## config.mk

```make
export PLATFORM = sky130hd
export DESIGN_NAME = emap_kernel
export DESIGN_NICKNAME = d
export VERILOG_FILES = /design/src/design/emap_pkg.sv /design/src/design/emap_kernel.sv
export SDC_FILE = /design/constraint.sdc
export NUM_CORES = 1
export LEC_CHECK = 0
export ABC_CLOCK_PERIOD_IN_PS = 7100
export BUFFER_PORTS_ARGS = -buffer_cell sky130_fd_sc_hd__buf_4
export CORE_MARGIN = 2
export CORE_UTILIZATION = 55
export DETAILED_ROUTE_END_ITERATION = 10
export PLACE_DENSITY = 0.85
export SLEW_MARGIN = 5
export SYNTH_ARGS = -nofsm -noshare
export SYNTH_HDL_FRONTEND = slang
export SYNTH_SLANG_ARGS = --single-unit
```

## constraint.sdc

```tcl
create_clock -name clk -period 7.1 [get_ports clk]
set_clock_uncertainty 0.2 [all_clocks]
set_input_delay 2.13 -clock clk [delete_from_list [all_inputs] [get_ports clk]]
set_output_delay 2.13 -clock clk [all_outputs]
set_load 0.02 [all_outputs]
```

## src/design/emap_pkg.sv

```systemverilog
// Shared types and constants for the 3x3 edge map block.
`default_nettype none

package emap_pkg;

    localparam int LINE_DEPTH = 2048;                  // pixels per line store
    localparam int COL_W      = $clog2(LINE_DEPTH);    // column index width
    localparam int DIM_W      = 12;                    // width/height register width
    localparam int ROW_W      = DIM_W + 1;             // row count reaches height + 1
    localparam int FIFO_DEPTH = 8;
    localparam int FIFO_AW    = $clog2(FIFO_DEPTH);

    localparam logic [DIM_W-1:0] MIN_DIM   = DIM_W'(3);
    localparam logic [DIM_W-1:0] MAX_WIDTH = DIM_W'(LINE_DEPTH);
    localparam logic [ROW_W-1:0] MAX_ROWS  = ROW_W'(4096);

    localparam logic MODE_SOBEL     = 1'b0;
    localparam logic MODE_LAPLACIAN = 1'b1;

    localparam logic [2:0] REG_MODE      = 3'd0;
    localparam logic [2:0] REG_SOBEL_TH  = 3'd1;
    localparam logic [2:0] REG_LAP_TH    = 3'd2;
    localparam logic [2:0] REG_WIDTH     = 3'd3;
    localparam logic [2:0] REG_HEIGHT    = 3'd4;

    typedef logic [7:0] pix_t;
    typedef pix_t [8:0] win_t;      // row-major, [0..2] top row

    typedef struct packed {
        logic row_end;
        logic frame_end;
    } tag_t;

    typedef struct packed {
        logic edge_res;
        pix_t strength;
        logic row_end;
        logic frame_end;
    } result_t;

endpackage

`default_nettype wire

```

## src/design/emap_kernel.sv

```systemverilog
// Sobel / Laplacian kernel: sums in one stage, magnitude, clip and threshold in the next.
`default_nettype none

module emap_kernel
    import emap_pkg::*;
(
    input  wire logic        clk,
    input  wire logic        rst_n,
    input  wire logic        in_valid,
    input  wire win_t        in_win,
    input  wire tag_t        in_tag,
    input  wire logic        mode,
    input  wire pix_t        sobel_th,
    input  wire pix_t        lap_th,
    output logic             out_valid,
    output result_t          out_res,
    output logic [1:0]       pending
);

    logic               s1_valid_reg;
    logic signed [10:0] gx_reg;
    logic signed [10:0] gy_reg;
    logic signed [11:0] lap_reg;
    tag_t               s1_tag_reg;

    logic [9:0]         sum_r;
    logic [9:0]         sum_l;
    logic [9:0]         sum_t;
    logic [9:0]         sum_b;
    logic [10:0]        nbr_sum;
    logic [10:0]        ctr8;
    logic signed [11:0] lap_next;

    logic [9:0]         abs_gx;
    logic [9:0]         abs_gy;
    logic [10:0]        sob_mag;
    logic [10:0]        lap_mag;
    logic [10:0]        mag;
    pix_t               clip;
    logic               flag;
    result_t            res_next;

    always_comb
    begin
        sum_r = 10'(in_win[2]) + {1'b0, in_win[5], 1'b0} + 10'(in_win[8]);
        sum_l = 10'(in_win[0]) + {1'b0, in_win[3], 1'b0} + 10'(in_win[6]);
        sum_t = 10'(in_win[0]) + {1'b0, in_win[1], 1'b0} + 10'(in_win[2]);
        sum_b = 10'(in_win[6]) + {1'b0, in_win[7], 1'b0} + 10'(in_win[8]);
        nbr_sum = 11'(in_win[0]) + 11'(in_win[1]) + 11'(in_win[2]) + 11'(in_win[3])
                + 11'(in_win[5]) + 11'(in_win[6]) + 11'(in_win[7]) + 11'(in_win[8]);
        ctr8 = {in_win[4], 3'b000};
        lap_next = $signed({1'b0, nbr_sum}) - $signed({1'b0, ctr8});
    end

    always_comb
    begin
        abs_gx  = gx_reg[10] ? 10'(-gx_reg) : gx_reg[9:0];
        abs_gy  = gy_reg[10] ? 10'(-gy_reg) : gy_reg[9:0];
        sob_mag = 11'(abs_gx) + 11'(abs_gy);
        lap_mag = lap_reg[11] ? 11'(-lap_reg) : lap_reg[10:0];
        mag     = (mode == MODE_LAPLACIAN) ? lap_mag : sob_mag;
        clip    = (mag > 11'd255) ? 8'hFF : mag[7:0];
        if (mode == MODE_LAPLACIAN)
        begin
            flag = (clip != 8'd0) && (clip >= lap_th);
        end
        else
        begin
            flag = clip > sobel_th;
        end
        res_next.edge_res  = flag;
        res_next.strength  = clip;
        res_next.row_end   = s1_tag_reg.row_end;
        res_next.frame_end = s1_tag_reg.frame_end;
    end

    always_ff @(posedge clk or negedge rst_n)
    begin
        if (!rst_n)
        begin
            s1_valid_reg <= 1'b0;
            out_valid    <= 1'b0;
        end
        else
        begin
            s1_valid_reg <= in_valid;
            out_valid    <= s1_valid_reg;
        end
    end

    always_ff @(posedge clk)
    begin
        gx_reg     <= $signed({1'b0, sum_r}) - $signed({1'b0, sum_l});
        gy_reg     <= $signed({1'b0, sum_t}) - $signed({1'b0, sum_b});
        lap_reg    <= lap_next;
        s1_tag_reg <= in_tag;
        out_res    <= res_next;
    end

    assign pending = {1'b0, s1_valid_reg} + {1'b0, out_valid};

endmodule

`default_nettype wire

```

==> results.md <==
- Total number of placement rows: 38
- Highest net fanout along the worst path: 3
- Worst hold stages: 0
- Fillers: 848
- Critical path, cell by cell: buf_4, inv_1, fa_1, inv_1, fa_1, inv_1, fa_1, inv_1, fa_1, ha_1, a21o_1, a21oi_1, nor2b_1, o21ai_0, a211o_1, nor3_1, nor4_1
- Data arrival time of the critical path: around 6200 ps
- Yosys warnings: 0
- Combined area of all synthesized cells: 0.00627 mm2
- Most instantiated cells after synthesis: 131 x sky130_fd_sc_hd__inv_1, 115 x sky130_fd_sc_hd__fa_1, 70 x sky130_fd_sc_hd__ha_1
- Final weighted congestion in routability-driven placement: just under 0.9
- Sequential fraction of the synthesis area: 15.8%
- Max_slew headroom: between 40% and 50%
- Num ports: about 110
- Hpwl dp: approximately 12000 um
- Port buffer count: about 110
- Met1 WL: 5270 um
- Setup repair after global routing missed its margin: no
- Outcome: finished, final reports clean
- Synthesized net count: ~890
- Initial core utilization: a little under three fifths
- Clock Pin Slew Worst Setup and Hold Paths: ~70 ps
- Main flop type after synthesis: sky130_fd_sc_hd__dfxtp_1
- Synthesized instance count: between 600 and 700
- Initial antenna violation count: 0
- Number of clock sinks: just under 50
- Die Outline Area: between 0.01 and 0.015 mm2
- Wire length on met2: a little under 7000 um
- Sink of the worst hold path: out_res[0]
- VDD IR-drop max: 0.000266 V
- Fraction of final layout cells sized beyond drive strength 1: 17.1%
- Number of vias in the routed layout: between 4000 and 5000
- NumNets Final: 997
- Number of inserted diodes: 0
- Post-synthesis average cell area: about 10 um2
- Max-cap check violation count: 0
- Final slew viol count: 0
- Post-cts repair resize count: 0
- Post-layout utilization of the core: 67.1%
- TritonCTS clock tree: built
- Synth top area share: between 30% and 40%
- Hold-fix buffers, CTS: 0
- Number of design rule violations left after detail routing: 0
- Startpoint of the tightest hold check path: res_next[0]
- Hold violation total from the final report: 0
- Clock Tree Buf Depth: 2
- Slowest Stage Delay on Critical Path: between 500 and 600 ps
- Peak Freq: between 0.15 and 0.2 GHz
- Wire per inst: between 15 and 20 um
- Met3 routed WL: between 400 and 500 um
- Total routing usage reported by global routing: ~22%
- EDFF count, synth: 0
- Total clock buffers created by CTS: 5
- Via/cell ratio: about 5.2
- Worst Setup Slack, final: approximately 900 ps
- Total area of multi-input combinational cells: 0.00476 mm2
- Required time of the critical path: ~7100 ps
- Dominant cells by area after synthesis: sky130_fd_sc_hd__fa_1 37%, sky130_fd_sc_hd__dfxtp_1 15%, sky130_fd_sc_hd__ha_1 14%
- Hold Path Class: register to register
- Remaining antenna violation count after routing: 0
- Global-route wire length before repair: around 23000 um
- Crit Path Class: input pin to register
- Nature of the critical path startpoint: input pin
- Die Y-Extent: ~110 um
- Die W: ~110 um
- Total wire length: 13000 um
- Number of distinct standard cells referenced by the synthesized netlist: 53
- Number of endpoints failing setup at the final stage: 0
- Overflow after GRT: 0
- Iter 0 DRT Violations: ~150
- Worst hold slack across all endpoints: approximately 130 ps
- Max Used Layer: met4
- #FFs+latches synth: 49
- Slew at the pin closest to its max-slew limit: ~800 ps
- Crit Reg-Reg Startpoint: gy_reg[0]
- Signed area change from the synthesized netlist to the final layout: 17.4%
- Number of placed cells counting well taps: ~850
- Clock network latency to the later pin of the worst-skew pair: around 290 ps
- Area of the core: approximately 0.011 mm2
- Final cell count without fillers: ~860
- Maximum number of pins on one net before global-route repair: 22
- Lkg Pwr: between 3 and 4 nW
- Final clock period utilization by the worst path: 87.6%
- Worst reg2reg setup slack: 2220 ps
- Setup slack after placement: around 550 ps
- TNS Setup: 0 ps
- Destination of the worst register-to-register timing path: out_res[10]
- Buffer cell driving the clock tree root: sky130_fd_sc_hd__clkbuf_16
- Flip-flop count of the largest register, all copies and words added: 12
- Area of all sequential standard cells: 991 um2
- Number of buffer and inverter stages on the critical path: 5
- Kind of end point of the critical path: register
- Cell with the most instances after synthesis: sky130_fd_sc_hd__inv_1
- Final min period: 6220 ps
- Vias in the first global route: between 5000 and 6000
- Worst-case reg-to-reg path depth: 18
- Power per unit of standard cell area: ~460 mW/mm2
- Slowest cell on the critical path: sky130_fd_sc_hd__fa_1
- Setup bufs post-CTS: 0
- DR pass1 iterations: 4
- Post-synthesis cell type with the largest combined area: sky130_fd_sc_hd__fa_1
- Share of async-settable or async-resettable flops after synthesis: approximately 4.1%
- CTS HTree Levels: 2
- Family of cells with the greatest summed delay on the critical path: adder cells
cell type report:
| cell class | count | area share [%] |
|---|---|---|
| Clock inverter | 3 | 0.306 |
| Multi-Input combinational cell | 424 | 64.6 |
| Sequential cell | 49 | 13.5 |
| Clock buffer | 5 | 1.70 |
| Inverter | 131 | 6.68 |
| Tap cell | 140 | 2.38 |
| Timing Repair Buffer | 107 | 10.9 |
how the worst max path moves through the flow:
stage,slack [ps],cells past startpoint,from,to
after floorplan,1070,16,in_win[3],lap_reg[11]
after global placement,670,17,in_win[3],lap_reg[11]
after detailed placement,550,17,in_win[3],lap_reg[11]
after CTS,840,17,in_win[3],lap_reg[11]
after global routing,530,17,in_win[3],lap_reg[11]
final,880,17,in_win[3],lap_reg[11]
stage by stage:
stage / power, W / instance area [um2]
3_5_place_dp: 0.00312 / 7220
3_3_place_gp: 0.00301 / 7220
4_1_cts: 0.00339 / 7370
2_1_floorplan: 0.00252 / 6270
5_1_grt: 0.00375 / 7370
6_report: 0.00338 / 7370
placed cells by master (no fill, tap or decap), drive strengths merged, types with 5 or more instances in the layout:
master,Yosys,final
a211o,5,5
a211oi,5,5
a21o,11,11
a21oi,27,27
buf,1,107
clkbuf,3,5
dfxtp,47,47
fa,115,115
ha,70,70
inv,131,131
nand2,27,27
nand2b,8,8
nand3,6,6
nor2,15,15
nor3,9,9
o21ai,20,20
o31ai,6,6
o41ai,5,5
xnor2,36,36
xor2,12,12
cells by family after synthesis:
logic type / after synthesis / share of synthesized area, %
adder cells (fa/ha/maj): 185 / 50.7
buffers and inverters: 136 / 8.36
AO/OA/AOI/OAI: 99 / 10.5
AND/OR/NAND/NOR: 88 / 7.24
flip-flops: 49 / 15.8
XOR/XNOR: 48 / 6.70
multiplexers: 4 / 0.738
routing by layer:
metal	vias up	global-route usage [%]
li1	2171	-
met1	2184	26.8
met2	119	41.6
met3	33	2.41
met4	0	7.25
met5	-	0
where the power goes:
part / leakage, nW / switching [W] / internal [W] / total, W
clock: 0.0738 / 0.000101 / 0.000131 / 0.000232
sequential: 0.418 / 0.000113 / 0.000420 / 0.000533
combinational: 3.13 / 0.00141 / 0.00121 / 0.00261
(Power assumes the default switching activity.)
